## config.mk

```make
export PLATFORM = sky130hd
export DESIGN_NAME = fletcher_checksum_engine
export DESIGN_NICKNAME = d
export VERILOG_FILES = /design/src/hw/rtl/fce_pkg.sv /design/src/hw/rtl/fce_in_stage.sv /design/src/hw/rtl/fce_fold.sv /design/src/hw/rtl/fce_out_stage.sv /design/src/hw/rtl/fletcher_checksum_engine.sv
export VERILOG_INCLUDE_DIRS = /design/src /design/src/hw/rtl
export SDC_FILE = /design/constraint.sdc
export NUM_CORES = 1
export LEC_CHECK = 0
export BUFFER_PORTS_ARGS = -buffer_cell sky130_fd_sc_hd__buf_2
export CORE_ASPECT_RATIO = 0.9
export CORE_MARGIN = 5
export CORE_UTILIZATION = 40
export CTS_BUF_LIST = sky130_fd_sc_hd__clkbuf_2
export DETAILED_ROUTE_END_ITERATION = 8
export PLACE_DENSITY_LB_ADDON = 0.05
export REMOVE_ABC_BUFFERS = 1
export SKIP_CTS_REPAIR_TIMING = 1
export SLEW_MARGIN = 25
export SYNTH_ARGS = -nofsm -noshare
export SYNTH_HDL_FRONTEND = slang
export SYNTH_SLANG_ARGS = --single-unit
```

## constraint.sdc

```tcl
create_clock -name clk -period 13.65 [get_ports clk]
set_clock_uncertainty 0.05 [all_clocks]
set_input_delay 4.095 -clock clk [delete_from_list [all_inputs] [get_ports clk]]
set_output_delay 4.095 -clock clk [all_outputs]
set_load 0.05 [all_outputs]
```

## src/hw/rtl/fletcher_checksum_engine_macros.svh

```systemverilog
// ----------------------------------------------------------------------------
// fletcher checksum engine assertion macros
// shared concurrent assertion forms, all gated off during reset
// ----------------------------------------------------------------------------
`ifndef FLETCHER_CHECKSUM_ENGINE_MACROS_SVH
`define FLETCHER_CHECKSUM_ENGINE_MACROS_SVH

// same-cycle implication
`define FCE_ASSERT_IMPLY(label, clk, rst, ante, cons, msg) \
  label: assert property (@(posedge clk) disable iff (rst) (ante) |-> (cons)) \
    else $error(msg);

// next-cycle implication
`define FCE_ASSERT_NEXT(label, clk, rst, ante, cons, msg) \
  label: assert property (@(posedge clk) disable iff (rst) (ante) |=> (cons)) \
    else $error(msg);

`endif

```

## src/hw/rtl/fce_pkg.sv

```systemverilog
// ----------------------------------------------------------------------------
// fce_pkg
// shared types, constants and end-around carry adders for the checksum engine
// ----------------------------------------------------------------------------
package fce_pkg;

  localparam logic [7:0]  BYTE_ONES = 8'hFF;
  localparam logic [15:0] WORD_ONES = 16'hFFFF;

  // one staged input word
  typedef struct packed {
    logic [7:0]  data_byte;
    logic        last_byte;
    logic [31:0] expected_sum;
  } item_t;

  // one finished result
  typedef struct packed {
    logic [31:0] checksum_value;
    logic        sum_matches;
  } result_t;

  // ones' complement add at 8 bits, all-ones folded to zero
  function automatic logic [7:0] add8(input logic [7:0] a, input logic [7:0] b);
    logic [8:0] s;
    logic [7:0] f;
    s = {1'b0, a} + {1'b0, b};
    f = s[7:0] + {7'b0, s[8]};
    return (f == BYTE_ONES) ? 8'h00 : f;
  endfunction

  // ones' complement add at 16 bits, all-ones folded to zero
  function automatic logic [15:0] add16(input logic [15:0] a, input logic [15:0] b);
    logic [16:0] s;
    logic [15:0] f;
    s = {1'b0, a} + {1'b0, b};
    f = s[15:0] + {15'b0, s[16]};
    return (f == WORD_ONES) ? 16'h0000 : f;
  endfunction

endpackage

```

## src/hw/rtl/fce_in_stage.sv

```systemverilog
// ----------------------------------------------------------------------------
// fce_in_stage
// input register: captures one word per cycle while in_ready is high, holds it until folded
// ----------------------------------------------------------------------------
`include "fletcher_checksum_engine_macros.svh"

module fce_in_stage (
  input  logic          clk,
  input  logic          rst,
  input  logic          in_valid,
  output logic          in_ready,
  input  fce_pkg::item_t in_item,
  input  logic          take,
  output logic          valid,
  output fce_pkg::item_t item
);
  import fce_pkg::*;

  // free, or emptying this cycle
  assign in_ready = !valid || take;

  always_ff @(posedge clk) begin
    if (rst) begin
      valid <= 1'b0;
    end else if (in_ready) begin
      valid <= in_valid;
    end
  end

  always_ff @(posedge clk) begin
    if (in_valid && in_ready) begin
      item <= in_item;
    end
  end

  `FCE_ASSERT_IMPLY(a_take_needs_item, clk, rst, take, valid, "fold of an empty input register")
  `FCE_ASSERT_NEXT(a_held_when_blocked, clk, rst, valid && !take, valid && $stable(item),
    "staged word lost while blocked")

endmodule

```

## src/hw/rtl/fce_fold.sv

```systemverilog
// ----------------------------------------------------------------------------
// fce_fold
// running fletcher sums, byte pairing and result formation
// ----------------------------------------------------------------------------
`include "fletcher_checksum_engine_macros.svh"

module fce_fold (
  input  logic             clk,
  input  logic             rst,
  input  logic             wide_mode,
  input  logic             step,
  input  fce_pkg::item_t   item,
  output fce_pkg::result_t result
);
  import fce_pkg::*;

  logic [15:0] low_sum, low_sum_next;
  logic [15:0] high_sum, high_sum_next;
  logic [7:0]  held_byte, held_byte_next;
  logic        byte_pending, byte_pending_next;

  logic [15:0] word;
  logic [15:0] lo16, hi16;
  logic [7:0]  lo8, hi8;
  logic        do_word, hold;
  logic [31:0] value;

  always_comb begin
    word    = byte_pending ? {item.data_byte, held_byte} : {8'h00, item.data_byte};
    do_word = wide_mode && (byte_pending || item.last_byte);
    hold    = wide_mode && !byte_pending && !item.last_byte;

    lo16 = add16(low_sum, word);
    hi16 = add16(high_sum, lo16);
    lo8  = add8(low_sum[7:0], item.data_byte);
    hi8  = add8(high_sum[7:0], lo8);

    if (!wide_mode) begin
      low_sum_next  = {8'h00, lo8};
      high_sum_next = {8'h00, hi8};
    end else if (do_word) begin
      low_sum_next  = lo16;
      high_sum_next = hi16;
    end else begin
      low_sum_next  = low_sum;
      high_sum_next = high_sum;
    end
    held_byte_next    = hold ? item.data_byte : 8'h00;
    byte_pending_next = hold;

    // last word always completes a word in wide mode
    value = wide_mode ? {hi16, lo16} : {16'h0000, hi8, lo8};
    result.checksum_value = value;
    result.sum_matches    = (value == item.expected_sum);

    // message done: back to a clean start
    if (item.last_byte) begin
      low_sum_next      = '0;
      high_sum_next     = '0;
      held_byte_next    = '0;
      byte_pending_next = 1'b0;
    end
  end

  always_ff @(posedge clk) begin
    if (rst) begin
      low_sum      <= '0;
      high_sum     <= '0;
      held_byte    <= '0;
      byte_pending <= 1'b0;
    end else if (step) begin
      low_sum      <= low_sum_next;
      high_sum     <= high_sum_next;
      held_byte    <= held_byte_next;
      byte_pending <= byte_pending_next;
    end
  end

  `FCE_ASSERT_NEXT(a_clear_after_last, clk, rst, step && item.last_byte,
    low_sum == 16'h0000 && high_sum == 16'h0000 && !byte_pending, "sums not cleared after last")
  `FCE_ASSERT_NEXT(a_narrow_sums, clk, rst, step && !wide_mode,
    low_sum[15:8] == 8'h00 && high_sum[15:8] == 8'h00 && !byte_pending,
    "narrow fold left wide state")

endmodule

```

## src/hw/rtl/fce_out_stage.sv

```systemverilog
// ----------------------------------------------------------------------------
// fce_out_stage
// result register, decouples the fold from a stalled consumer
// ----------------------------------------------------------------------------
`include "fletcher_checksum_engine_macros.svh"

module fce_out_stage (
  input  logic             clk,
  input  logic             rst,
  input  logic             load,
  input  fce_pkg::result_t result,
  output logic             free,
  output logic             out_valid,
  input  logic             out_ready,
  output fce_pkg::result_t held
);
  import fce_pkg::*;

  assign free = !out_valid || out_ready;

  always_ff @(posedge clk) begin
    if (rst) begin
      out_valid <= 1'b0;
    end else if (load) begin
      out_valid <= 1'b1;
    end else if (out_ready) begin
      out_valid <= 1'b0;
    end
  end

  always_ff @(posedge clk) begin
    if (load) begin
      held <= result;
    end
  end

  `FCE_ASSERT_IMPLY(a_no_overwrite, clk, rst, load, free, "result overwritten before taken")

endmodule

```

## src/hw/rtl/fletcher_checksum_engine.sv

```systemverilog
// ----------------------------------------------------------------------------
// fletcher_checksum_engine
// streaming fletcher-16 / fletcher-32 checksum with compare against a stored value
// ----------------------------------------------------------------------------
// Bytes of a message enter one per clock on the in_valid/in_ready channel while
// in_ready is high, the final byte marked by last_byte. Each byte is captured in
// an input register and folded into the running sums from there, so the engine
// sustains one byte per cycle unless a final byte waits; the limit is the
// combinational fold of the low sum and then the high sum, each an end-around carry
// add. Only the final byte yields a result, loaded from the input register into
// the output register once it is free, so it can be taken: checksum_value
// (high sum above low sum) and sum_matches against expected_sum. A result waiting
// in the output register does not stop plain bytes entering; only the next final
// byte waits in the input register, and in_ready stays low until the result is
// taken. wide_mode (reset 1) picks fletcher-32 over little-endian 16-bit words, an
// odd trailing byte zero-extended; 0 picks fletcher-16 over bytes. Write wide_mode
// only while no message byte is in flight.
module fletcher_checksum_engine (
  input  logic        clk,
  input  logic        rst,
  input  logic        cfg_we,
  input  logic        cfg_wdata,
  input  logic        in_valid,
  output logic        in_ready,
  input  logic [7:0]  data_byte,
  input  logic        last_byte,
  input  logic [31:0] expected_sum,
  output logic        out_valid,
  input  logic        out_ready,
  output logic [31:0] checksum_value,
  output logic        sum_matches
);
  import fce_pkg::*;

  `include "fletcher_checksum_engine_macros.svh"

  logic    wide_mode;     // mode register
  item_t   in_item;       // word as presented on the ports
  item_t   s1_item;       // word in the input register
  logic    s1_valid;
  logic    take;          // input register folds this cycle
  logic    load;          // result register fills this cycle
  logic    out_free;
  result_t fold_result;
  result_t out_result;

  // configuration, no handshake
  always_ff @(posedge clk) begin
    if (rst) begin
      wide_mode <= 1'b1;
    end else if (cfg_we) begin
      wide_mode <= cfg_wdata;
    end
  end

  assign in_item.data_byte    = data_byte;
  assign in_item.last_byte    = last_byte;
  assign in_item.expected_sum = expected_sum;

  // input register
  fce_in_stage u_in (
    .clk      (clk),
    .rst      (rst),
    .in_valid (in_valid),
    .in_ready (in_ready),
    .in_item  (in_item),
    .take     (take),
    .valid    (s1_valid),
    .item     (s1_item)
  );

  // a plain byte always folds; a last byte waits for room in the result register
  assign take = s1_valid && (!s1_item.last_byte || out_free);
  assign load = take && s1_item.last_byte;

  // sum update
  fce_fold u_fold (
    .clk       (clk),
    .rst       (rst),
    .wide_mode (wide_mode),
    .step      (take),
    .item      (s1_item),
    .result    (fold_result)
  );

  // result register
  fce_out_stage u_out (
    .clk       (clk),
    .rst       (rst),
    .load      (load),
    .result    (fold_result),
    .free      (out_free),
    .out_valid (out_valid),
    .out_ready (out_ready),
    .held      (out_result)
  );

  assign checksum_value = out_result.checksum_value;
  assign sum_matches    = out_result.sum_matches;

  `FCE_ASSERT_IMPLY(a_result_only_on_last, clk, rst, load, s1_valid && s1_item.last_byte,
    "result loaded without a last byte")
  `FCE_ASSERT_NEXT(a_last_reaches_output, clk, rst, load, out_valid,
    "last byte gave no result")
  `FCE_ASSERT_IMPLY(a_plain_byte_never_stalls, clk, rst, s1_valid && !s1_item.last_byte, take,
    "plain byte stalled in input register")

endmodule
```

Word level (Yosys, flattened, before mapping)
Cells that the tools add are included.

Muxes and demuxes: 17. Reduce and logical (&&, ||, !) cells: 16. Add/subtract/negate cells: 8. Equal/unequal tests: 6.

Operators by type and width (count): $mux W16 (9); $add A16 B16 Y17 (2); $add A16 B1 Y16 (2); $eq A16 B16 Y1 const B (2); $eq A32 B32 Y1 (1); $mux W32 (1); $mux W8 (4); $add A8 B8 Y9 (2); $add A8 B1 Y8 (2); $eq A8 B8 Y1 const B (2); $logic_and A1 B1 Y1 (6); $logic_not A1 Y1 (4); $logic_or A1 B1 Y1 (4); $mux W1 (3); $ne A3 B1 Y1 const B (1); $reduce_and A2 Y1 (1); $reduce_bool A2 Y1 (1).

Bits of input ports: 47. Word-level logic and storage cells: 59. Output and inout bits: 35. Bits in registers: 118.

Logic depth before layout (Yosys ltp)
Gate-level depths: netlist of run 1.

Depth in word-level cells: 12. Depth in mapped cells: 53. Depth with buffers taken out: 49.

Modules after synthesis
A second synthesis of run 1 with hierarchy kept.

Cells, all modules: 939. Area, all modules: 8921.1 um^2.

Modules (own cells, without submodules): fce_fold (cells each 850, instances 1, seq. area each 820.8 um^2, area an instance 6545.0 um^2); fce_in_stage (cells each 46, instances 1, seq. area each 1251.2 um^2, area an instance 1286.2 um^2); fce_out_stage (cells each 37, instances 1, seq. area each 1011.0 um^2, area an instance 1037.2 um^2); fletcher_checksum_engine (cells each 6, instances 1, seq. area each 20.0 um^2, area an instance 52.6 um^2).

Worst setup path before layout of run 1
No wires, ideal clock.

Kind: register to register. Start point: register u_fold.byte_pending. End point: register u_out.held[26] (netlist bit), data pin. Path slack: 3046 ps. Arrival time: 10290 ps. Library setup time: 264 ps. Data required time: 13336 ps. Clock period less this slack: 10604 ps. Stages on the path, launching flop included: 41. Path buffers: 4. Cell sequence: dfxtp_1 > clkbuf_1 > mux2_2 > ha_1 > fa_1 > xor2_2 > or4b_4 > a211oi_4 > nand4_2 > nor3_2 > mux2_4 > nor3_1 > clkbuf_1 > nor2_1 > ha_1 > and3_1 > o21ai_0 > a211oi_1 > [5 not listed] > nand3_1 > nand2_1 > a21oi_1 > nor2b_1 > o21ai_0 > nand2b_1 > ha_1 > ha_1 > nand2_1 > or3_4 > or4_4 > or4_4 > or4_1 > a311o_1 > nand2_1 > buf_2 > buf_2 > nor2_1.

RTL lines: from (decl) (RTL line fce_fold.sv:20) `logic byte_pending, byte_pending_next;`; from (signal assigned) (RTL line fce_fold.sv:75) `byte_pending <= byte_pending_next;`; to (signal assigned) (RTL line fce_out_stage.sv:33) `held <= result;`; to (decl) (RTL line fce_out_stage.sv:15) `output fce_pkg::result_t held`.

==> flow_metrics.py, run 1 <==
metrics = {
    "logic_synthesis": {
        "yosysWarnings": 0,
        "synthFlopType": "edfxtp_1",
        "avgSynthCellArea_um2": 9.13,
        "synth_edf_count": 74,
        "ys_types": 82,
        "ys_async_sr_fraction": 0,
        "ys_seq_area_frac": 0.352,
        "syn_area_mm2": 0.00881,
        "synth-seq-cells": 118,
        "syn_inst": 965,
    },
    "global_routing": {
        "antenna_found_initial": 1,
        "grtUsageTotal": 0.214,
        "grt_overflow": 0,
        "grt_pass1_wl_mm": 41.7,
        "grt_pass1_vias": 7343,
        "grt_max_degree": 37,
    },
    "worst_setup_path": {
        "critPathArrivalTime_ns": 12.57,
        "slowest_stage": "dfxtp_1",
        "end_kind": "flop",
        "cpPeakStageDelay_ns": 0.76,
        "worstSetupPathType": "reg -> reg",
        "regToRegSetupSlack_ns": 1.61,
        "cp_max_fo": 23,
        "startpoint_type": "flop",
        "worst_ep_required_time_ns": 14.19,
    },
    "cts": {
        "clock_path_buffers": 2,
        "worstSkewPairLatency_ns": 0.76,
        "cts_tree": "yes",
        "clock-sinks": 118,
        "numCtsBuffers": 17,
        "path_clk_slew_ns": 0.24,
        "htreeDepth": 4,
        "cts-root-buf": "clkbuf_2",
    },
    "detailed_routing": {
        "vias_per_cell": 5.75,
        "ant_nets": 0,
        "wirelength_mm": 27.2,
        "drtIter0Drc": 562,
        "drc": 0,
        "vias": 7760,
        "dr.pass1.iters": 5,
        "routedWlPerCell_um": 20.2,
    },
    "layout": {
        "fin_area_mm2": 0.00981,
        "synthToLayoutAreaGrowth_pct": 11.3,
        "multiInputGateArea_mm2": 0.00552,
        "fillers": 2137,
        "drive_gt1_frac": 0.158,
        "regArea_mm2": 0.00310,
        "fin_nets": 1148,
    },
    "power": {
        "power_density_mw_per_mm2": 86.2,
        "leakage_uw": 0.00391,
        "power_uw": 846,
        "vdd_drop_max_mv": 0.0388,
    },
    "floorplan": {
        "num_rows": 51,
        "ios": 82,
        "die_x_um": 166,
        "core-area_mm2": 0.0216,
        "initial_core_util": 0.407,
        "die_y_um": 151,
        "die-area_mm2": 0.0251,
    },
    "place": {
        "place.gp.congestion": 0.899,
        "io_buffers": 81,
        "dp_slack_ns": 1.80,
        "dp_hpwl_mm": 21.1,
        "dpl_cell_area_mm2": 0.00954,
    },
    "sta": {
        "hold_viol": 0,
        "slew_headroom": 0.346,
        "worst_pin_slew_ns": 0.956,
        "setup_ws_ns": 1.61,
        "fin_setup_tns_ns": 0,
        "max_freq_mhz": 83.1,
        "final-max-slew-violation-count": 0,
        "finalCritPeriodShare": 0.882,
        "finalSetupViolCount": 0,
        "hold_slack_ns": 0.433,
        "fin_crit_ns": 12.04,
        "rsz0062_at_grt": "no",
    },
    "status": {
        "status": "completed",
    },
    "worst_hold_path": {
        "hold_class": "reg -> reg",
    },
    "flow_run": {
        "maxCapViolations": 0,
    },
}
## stage by stage
step / cells / util
2_1_floorplan: 937 / -
3_3_place_gp: 1315 / 0.441
3_5_place_dp: 1315 / 0.441
4_1_cts: 1347 / 0.452
5_1_grt: 1349 / 0.453
6_report: 1349 / 0.453
## cell families (layout without fill, tap and decap cells)
| family | Yosys count | in the layout | synth area share |
|---|---|---|---|
| buffers and inverters | 55 | 147 | 0.0247 |
| and+or+nand+nor | 374 | 374 | 0.218 |
| AOI/OAI and AO/OA | 253 | 253 | 0.203 |
| xor gates and xnor gates | 74 | 74 | 0.0760 |
| adders and majority gates | 60 | 60 | 0.0878 |
| DFF | 118 | 118 | 0.352 |
| muxes | 31 | 31 | 0.0379 |
| other | 0 | 1 | 0 |
## final cells by class
cell class	count	area share
multi-input cells	792	0.563
flip-flops and latches	118	0.316
repair buffers	88	0.0480
well taps	291	0.0371
clock inverters	15	0.0159
inverters	27	0.0103
clock buffers	17	0.00868
diodes	1	0.000255
## flip-flops by register name, summed over array words and instances (netlist names)
| register | flops |
|---|---|
| u_out.out_valid | 1 |
| u_in.valid | 1 |
| u_out.held | 33 |
| u_fold.byte_pending | 1 |
| u_fold.held_byte | 8 |
| u_in.item | 41 |
| u_fold.low_sum | 16 |
| u_fold.high_sum | 16 |
| wide_mode | 1 |
## worst max-delay path, delay by kind of cell (launching register included)
family	cells	cell delay (ns)
xor gates and xnor gates	1	0.32
AOI/OAI and AO/OA	10	2.41
muxes	2	0.81
and+or+nand+nor	18	5.77
adders and majority gates	6	1.76
DFF	1	0.76
## where the power goes
group / total [µW] / switching, µW / internal (µW)
sequential: 408 / 11.9 / 396
combinational: 191 / 124 / 67.4
clock: 247 / 172 / 74.5
## synth_stat cells, types with 4 or more instances
cell,instances,area share
and3_1,13,0.0092
mux2_2,15,0.019
or3_1,9,0.0064
edfxtp_1,74,0.25
nand3b_1,6,0.0051
o211ai_1,9,0.0077
or2_2,8,0.0057
and4_1,4,0.0040
nor3_1,26,0.015
nand2b_1,13,0.0092
nor3b_1,6,0.0051
ha_1,53,0.075
o21ai_0,50,0.028
nand2_1,93,0.040
a21oi_1,43,0.024
a21o_1,9,0.0077
o311ai_0,4,0.0040
o32ai_1,4,0.0040
o2111ai_1,4,0.0040
nor2b_1,14,0.0099
o31ai_1,6,0.0051
and2_1,16,0.011
fa_1,4,0.0091
nor2_1,89,0.038
a211oi_1,19,0.016
nand4b_1,5,0.0050
o211a_1,5,0.0057
or4_1,6,0.0051
inv_1,27,0.012
o221ai_1,9,0.0089
dfxtp_1,44,0.10
nand4_1,11,0.0078
clkbuf_1,23,0.0098
a221oi_1,4,0.0040
a22o_1,17,0.017
nand3_1,30,0.017
nor4_1,10,0.0071
o21bai_1,4,0.0034
o21a_1,16,0.014
mux2i_1,15,0.017
a31oi_1,10,0.0071
xor2_1,30,0.030
xnor2_1,42,0.042
## path summary, 6_finish.rpt
check | start | to | depth (start not counted)
max | u_fold.byte_pending$_SDFFE_PP0P_ | u_out.held[0]$_DFFE_PP_ | 37
min | u_fold.low_sum[9]$_SDFFE_PP0P_ | u_fold.low_sum[9]$_SDFFE_PP0P_ | 2
max reg2reg | u_fold.byte_pending$_SDFFE_PP0P_ | u_out.held[0]$_DFFE_PP_ | 37
min reg2reg | u_fold.low_sum[9]$_SDFFE_PP0P_ | u_fold.low_sum[9]$_SDFFE_PP0P_ | 2
## metal layers
layer,share of wire,track usage,vias up
met5,0,0,-
met4,0.025,0.0667,0
met3,0.051,0.0397,44
met2,0.43,0.328,205
met1,0.49,0.309,3686
li1,-,-,3825
## placed cells by master (no fill, tap or decap), types with 10 or more instances in the layout
cell / count
buf_2: 81
edfxtp_1: 74
nor4_1: 10
clkbuf_2: 17
a211oi_1: 19
xor2_1: 30
dfxtp_1: 44
nor3_1: 25
nand2_1: 93
o21a_1: 16
ha_1: 53
nor2_1: 87
nand4_1: 11
nand2b_1: 13
o21ai_0: 50
xnor2_1: 42
and2_1: 16
mux2i_1: 15
and3_1: 13
inv_1: 27
mux2_2: 15
a22o_1: 17
a21oi_1: 43
nor2b_1: 14
nand3_1: 30
(Power assumes the default switching activity.)
==> inputs of run 2 (changes only) <==
--- a/config.mk
+++ b/config.mk
@@ -8,11 +8,10 @@
 export LEC_CHECK = 0
 export BUFFER_PORTS_ARGS = -buffer_cell sky130_fd_sc_hd__buf_2
 export CORE_ASPECT_RATIO = 0.9
-export CORE_MARGIN = 5
+export CORE_MARGIN = 2
 export CORE_UTILIZATION = 40
 export CTS_BUF_LIST = sky130_fd_sc_hd__clkbuf_2
 export DETAILED_ROUTE_END_ITERATION = 8
-export PLACE_DENSITY_LB_ADDON = 0.05
 export REMOVE_ABC_BUFFERS = 1
 export SKIP_CTS_REPAIR_TIMING = 1
 export SLEW_MARGIN = 25
==> run 2 against run 1 <==
Against the previous run:
- sequential share of layout area grew 0.15 points
- die area shrank 7.4%
- sequential power about the same
- critical path depth rose by 1
- design area down 0.46%
- critical endpoint unchanged
==> flow_metrics.py, run 2 (synthesis gave the netlist of run 1 again) <==
metrics = {
    "sta": {
        "rsz0062_at_grt": "no",
        "final-max-slew-violation-count": 0,
        "slew_headroom": 0.298,
        "worst_pin_slew_ns": 1.05,
        "hold_viol": 0,
        "finalSetupViolCount": 0,
        "finalCritPeriodShare": 0.861,
        "fin_setup_tns_ns": 0,
        "fin_crit_ns": 11.75,
        "max_freq_mhz": 85.1,
    },
    "worst_hold_path": {
        "hold_class": "reg -> reg",
        "worstHoldPathCells": 2,
    },
    "global_routing": {
        "grtUsageTotal": 0.224,
        "grt_overflow": 0,
        "grt_pass1_vias": 7051,
        "antenna_found_initial": 1,
        "grt_pass1_wl_mm": 39.9,
        "grt_max_degree": 37,
    },
    "detailed_routing": {
        "wirelength_mm": 25.7,
        "met2_length_mm": 11.3,
        "drtIter0Drc": 554,
        "wl_met3_mm": 1.44,
        "vias": 7798,
        "drc": 0,
        "routedWlPerCell_um": 19.1,
        "ant_nets": 0,
        "wl_met1_mm": 12.5,
        "maxUsedRoutingLayer": "met4",
        "dr.pass1.iters": 5,
        "vias_per_cell": 5.79,
    },
    "layout": {
        "final_cells": 1347,
        "synthToLayoutAreaGrowth_pct": 10.8,
        "layout_common_cells": "93 x nand2_1, 87 x nor2_1, 81 x buf_2",
        "largestRegisters": "u_in.item: 41 flops, u_out.held: 33 flops",
        "final_common_cell": "nand2_1",
        "fin_nets": 1146,
        "drive_gt1_frac": 0.155,
        "multiInputGateArea_mm2": 0.00552,
        "largest_reg_flops": 41,
        "fin_area_mm2": 0.00976,
        "fillers": 2110,
        "regArea_mm2": 0.00310,
        "largest-register": "u_in.item",
    },
    "place": {
        "dpl_cell_area_mm2": 0.00953,
        "place.gp.congestion": 0.891,
        "dp.cells": 1313,
        "io_buffers": 81,
        "dp_hpwl_mm": 19.7,
    },
    "status": {
        "status": "completed",
    },
    "cts": {
        "htreeDepth": 4,
        "cts_tree": "yes",
        "path_clk_slew_ns": 0.19,
        "clock_path_buffers": 2,
        "worstSkewPairLatency_ns": 0.75,
        "clock-sinks": 118,
        "cts-root-buf": "clkbuf_2",
        "numCtsBuffers": 17,
    },
    "worst_setup_path": {
        "end_kind": "flop",
        "startpoint_type": "flop",
        "rr_worst_depth": 38,
        "slowest_stage": "dfxtp_1",
        "cp_max_fo": 23,
        "critPathArrivalTime_ns": 12.24,
        "worstSetupPathType": "reg -> reg",
        "worst_ep_required_time_ns": 14.14,
        "cpPeakStageDelay_ns": 0.74,
    },
    "floorplan": {
        "die-area_mm2": 0.0232,
        "num_rows": 51,
        "initial_core_util": 0.407,
        "ios": 82,
        "die_x_um": 160,
        "die_y_um": 145,
        "core-area_mm2": 0.0216,
    },
    "power": {
        "vdd_drop_max_mv": 0.0360,
        "leakage_uw": 0.00388,
        "power_density_mw_per_mm2": 83.0,
    },
    "flow_run": {
        "maxCapViolations": 0,
    },
}
-- run 2: metrics by stage --
stage               setup WS [ns]  hold slack (ns)  total power, µW  utilization
floorplan                    2.75            0.382              544            -
global placement             2.26            0.407              601        0.440
detailed placement           1.99            0.415              601        0.440
CTS                          1.94            0.448              812        0.450
global route                0.925            0.466              848        0.451
finish                       1.90            0.448              810        0.451
-- run 2: worst paths after layout --
path                                          from                             end  slack (ns)
hold reg to reg     u_fold.low_sum[9]$_SDFFE_PP0P_  u_fold.low_sum[9]$_SDFFE_PP0P_        0.45
hold / removal      u_fold.low_sum[9]$_SDFFE_PP0P_  u_fold.low_sum[9]$_SDFFE_PP0P_        0.45
setup / recovery  u_fold.byte_pending$_SDFFE_PP0P_         u_out.held[0]$_DFFE_PP_        1.90
setup reg to reg  u_fold.byte_pending$_SDFFE_PP0P_         u_out.held[0]$_DFFE_PP_        1.90
-- run 2: worst max-delay path: cells and delay by family, from the launching register on --
| kind | cells | cell delay (ns) |
|---|---|---|
| flip-flops | 1 | 0.74 |
| buffers and inverters | 1 | 0.26 |
| AND/OR/NAND/NOR | 18 | 5.23 |
| XOR/XNOR | 1 | 0.32 |
| AO/OA/AOI/OAI | 10 | 2.41 |
| multiplexers | 2 | 0.80 |
| adder cells (fa/ha/maj) | 6 | 1.74 |
-- run 2: power by group --
group | internal, µW | leakage, µW | switching [µW] | total, µW
clock network | 65.6 | 0.000121 | 147 | 213
registers | 396 | 0.00106 | 12.1 | 408
logic | 67.2 | 0.00270 | 122 | 189
-- run 2: per-layer routing --
metal,up-vias,track usage
li1,3819,-
met1,3692,0.320
met2,255,0.348
met3,32,0.0351
met4,0,0.0669
met5,-,0
-- run 2: final cells by class --
| cell class | instances | area share |
|---|---|---|
| Antenna cell | 1 | 0.000256 |
| Clock buffer | 19 | 0.00974 |
| Clock inverter | 13 | 0.0112 |
| Inverter | 27 | 0.0104 |
| Multi-Input combinational cell | 792 | 0.566 |
| Sequential cell | 118 | 0.318 |
| Tap cell | 291 | 0.0373 |
| Timing Repair Buffer | 86 | 0.0474 |
==> inputs of run 3 (changes only) <==
--- a/config.mk
+++ b/config.mk
@@ -9,9 +9,10 @@
 export BUFFER_PORTS_ARGS = -buffer_cell sky130_fd_sc_hd__buf_2
 export CORE_ASPECT_RATIO = 0.9
 export CORE_MARGIN = 2
-export CORE_UTILIZATION = 40
+export CORE_UTILIZATION = 55
 export CTS_BUF_LIST = sky130_fd_sc_hd__clkbuf_2
 export DETAILED_ROUTE_END_ITERATION = 8
+export PLACE_DENSITY = 0.75
 export REMOVE_ABC_BUFFERS = 1
 export SKIP_CTS_REPAIR_TIMING = 1
 export SLEW_MARGIN = 25
==> run 3 against run 2 <==
Against the previous run:
- fmax grew 0.53%
- register-to-register slack better by 0.06 ns
- non-clock buffer count unchanged
- sequential power is essentially flat
- critical path depth stayed put
- sequential cell count is the same
- wire length decreased by 2.9%
- highest routed layer unchanged
- largest power group unchanged
- via count rose by 2.9%
==> flow_metrics.py, run 3 (synthesis gave the netlist of run 1 again) <==
metrics = {
    "place": {
        "dp.cells": 1224,
        "io_buffers": 81,
        "place.gp.congestion": 0.963,
        "dp_hpwl_mm": 18.9,
    },
    "cts": {
        "path_clk_slew_ns": 0.18,
        "clock-sinks": 118,
        "cts-root-buf": "clkbuf_2",
        "worstSkewPairLatency_ns": 0.73,
        "numCtsBuffers": 17,
        "cts_tree": "yes",
        "clock_path_buffers": 2,
        "htreeDepth": 4,
    },
    "layout": {
        "layout_common_cells": "93 x nand2_1, 87 x nor2_1, 81 x buf_2",
        "drive_gt1_frac": 0.154,
        "fin_nets": 1146,
        "final_common_cell": "nand2_1",
        "synthToLayoutAreaGrowth_pct": 9.90,
        "largest_reg_flops": 41,
        "final_cells": 1258,
        "largestRegisters": "u_in.item: 41 flops, u_out.held: 33 flops",
        "largest-register": "u_in.item",
    },
    "worst_setup_path": {
        "reg2reg_from": "u_fold.byte_pending$_SDFFE_PP0P_",
        "cp_num_buf_inv": 1,
        "cp.depth": 38,
        "worst_ep_required_time_ns": 14.16,
        "startpoint_type": "flop",
        "slowest_stage": "dfxtp_1",
        "crit_family": "simple AND/OR/NAND/NOR gates",
        "crit_start": "u_fold.byte_pending$_SDFFE_PP0P_",
        "crit_path_end": "u_out.held[0]$_DFFE_PP_",
        "regToRegSetupSlack_ns": 1.96,
        "rr_worst_depth": 38,
        "worstSetupPathType": "reg -> reg",
        "critPathArrivalTime_ns": 12.20,
        "r2r-end": "u_out.held[0]$_DFFE_PP_",
        "end_kind": "flop",
        "cp_max_fo": 23,
        "cpPeakStageDelay_ns": 0.73,
    },
    "floorplan": {
        "die_x_um": 137,
        "die_y_um": 124,
        "die-area_mm2": 0.0170,
        "initial_core_util": 0.567,
        "num_rows": 43,
        "ios": 82,
        "core-area_mm2": 0.0155,
    },
    "sta": {
        "slew_headroom": 0.359,
        "finalSetupViolCount": 0,
        "final-max-slew-violation-count": 0,
        "finalCritPeriodShare": 0.856,
        "rsz0062_at_grt": "no",
        "fin_setup_tns_ns": 0,
        "max_freq_mhz": 85.5,
        "fin_crit_ns": 11.69,
        "worst_pin_slew_ns": 0.954,
        "hold_viol": 0,
    },
    "detailed_routing": {
        "routedWlPerCell_um": 19.8,
        "vias_per_cell": 6.38,
        "vias": 8028,
        "wirelength_mm": 25.0,
        "dr.pass1.iters": 6,
        "drc": 0,
        "ant_nets": 0,
        "drtIter0Drc": 867,
    },
    "global_routing": {
        "antenna_found_initial": 1,
        "grt_pass1_wl_mm": 39.1,
        "grt_overflow": 0,
        "grt_max_degree": 37,
        "grtUsageTotal": 0.303,
        "grt_pass1_vias": 7322,
    },
    "power": {
        "leakage_uw": 0.00390,
        "power_density_mw_per_mm2": 86.5,
        "vdd_drop_max_mv": 0.0771,
    },
    "status": {
        "status": "completed",
    },
    "worst_hold_path": {
        "hold_class": "reg -> reg",
    },
    "flow_run": {
        "maxCapViolations": 0,
    },
}
run 3: cell types whose count changed in the layout (fill, tap and decap cells not counted), sizes merged:
cell | previous run | this run
clkinvlp | 4 | 2
inv | 28 | 27
bufinv | 1 | 3
clkinv | 7 | 6
clkbuf | 19 | 21
run 3: where the power goes:
part | switching [µW] | total (µW) | internal [µW] | leakage [µW]
registers | 12.0 | 408 | 396 | 0.00106
clock network | 137 | 240 | 103 | 0.000147
logic | 123 | 190 | 67.1 | 0.00270
run 3: through the flow:
step | worst slack, ns | hold WS [ns] | power (µW) | util | cell area [µm²]
2_1_floorplan | 2.75 | 0.382 | 544 | - | 8690
3_3_place_gp | 2.56 | 0.418 | 597 | 0.605 | 9410
3_5_place_dp | 2.21 | 0.417 | 599 | 0.605 | 9410
4_1_cts | 2.18 | 0.457 | 833 | 0.621 | 9650
5_1_grt | 1.34 | 0.486 | 871 | 0.623 | 9680
6_report | 1.96 | 0.453 | 837 | 0.623 | 9680
run 3: worst min path at each step:
stage | start | endpoint | slack, ns | cells past startpoint
2_1_floorplan | u_fold.low_sum[14]$_SDFFE_PP0P_ | u_fold.low_sum[14]$_SDFFE_PP0P_ | 0.38 | 2
3_3_place_gp | u_fold.high_sum[12]$_SDFFE_PP0P_ | u_fold.high_sum[12]$_SDFFE_PP0P_ | 0.42 | 1
3_5_place_dp | u_fold.low_sum[10]$_SDFFE_PP0P_ | u_fold.low_sum[10]$_SDFFE_PP0P_ | 0.42 | 1
4_1_cts | u_fold.high_sum[12]$_SDFFE_PP0P_ | u_fold.high_sum[12]$_SDFFE_PP0P_ | 0.46 | 1
5_1_grt | u_fold.high_sum[12]$_SDFFE_PP0P_ | u_fold.high_sum[12]$_SDFFE_PP0P_ | 0.49 | 1
6_report | u_fold.high_sum[13]$_SDFFE_PP0P_ | u_fold.high_sum[13]$_SDFFE_PP0P_ | 0.45 | 1
run 3: layout make-up:
cell class | instances | area [µm²]
Inverter | 27 | 101
Timing Repair Buffer | 86 | 463
Tap cell | 202 | 253
Multi-Input combinational cell | 792 | 5520
Clock buffer | 21 | 105
Sequential cell | 118 | 3100
Fill cell | 1336 | 5870
Antenna cell | 1 | 2.50
Clock inverter | 11 | 135
run 3: metal layers:
| metal | global-route usage | share of wire | up-vias |
|---|---|---|---|
| met1 | 0.415 | 0.44 | 3742 |
| met5 | 0 | 0 | - |
| met4 | 0.127 | 0.036 | 0 |
| met3 | 0.0684 | 0.093 | 67 |
| li1 | - | - | 3802 |
| met2 | 0.462 | 0.43 | 417 |
run 3: worst reg2reg max path: cells and delay by family, from the launching register on:
kind / cells / cell delay (ns)
and+or+nand+nor: 18 / 5.20
AOI/OAI and AO/OA: 10 / 2.43
adders and majority gates: 6 / 1.76
muxes: 2 / 0.81
DFF: 1 / 0.73
xor gates and xnor gates: 1 / 0.32
buffers and inverters: 1 / 0.25
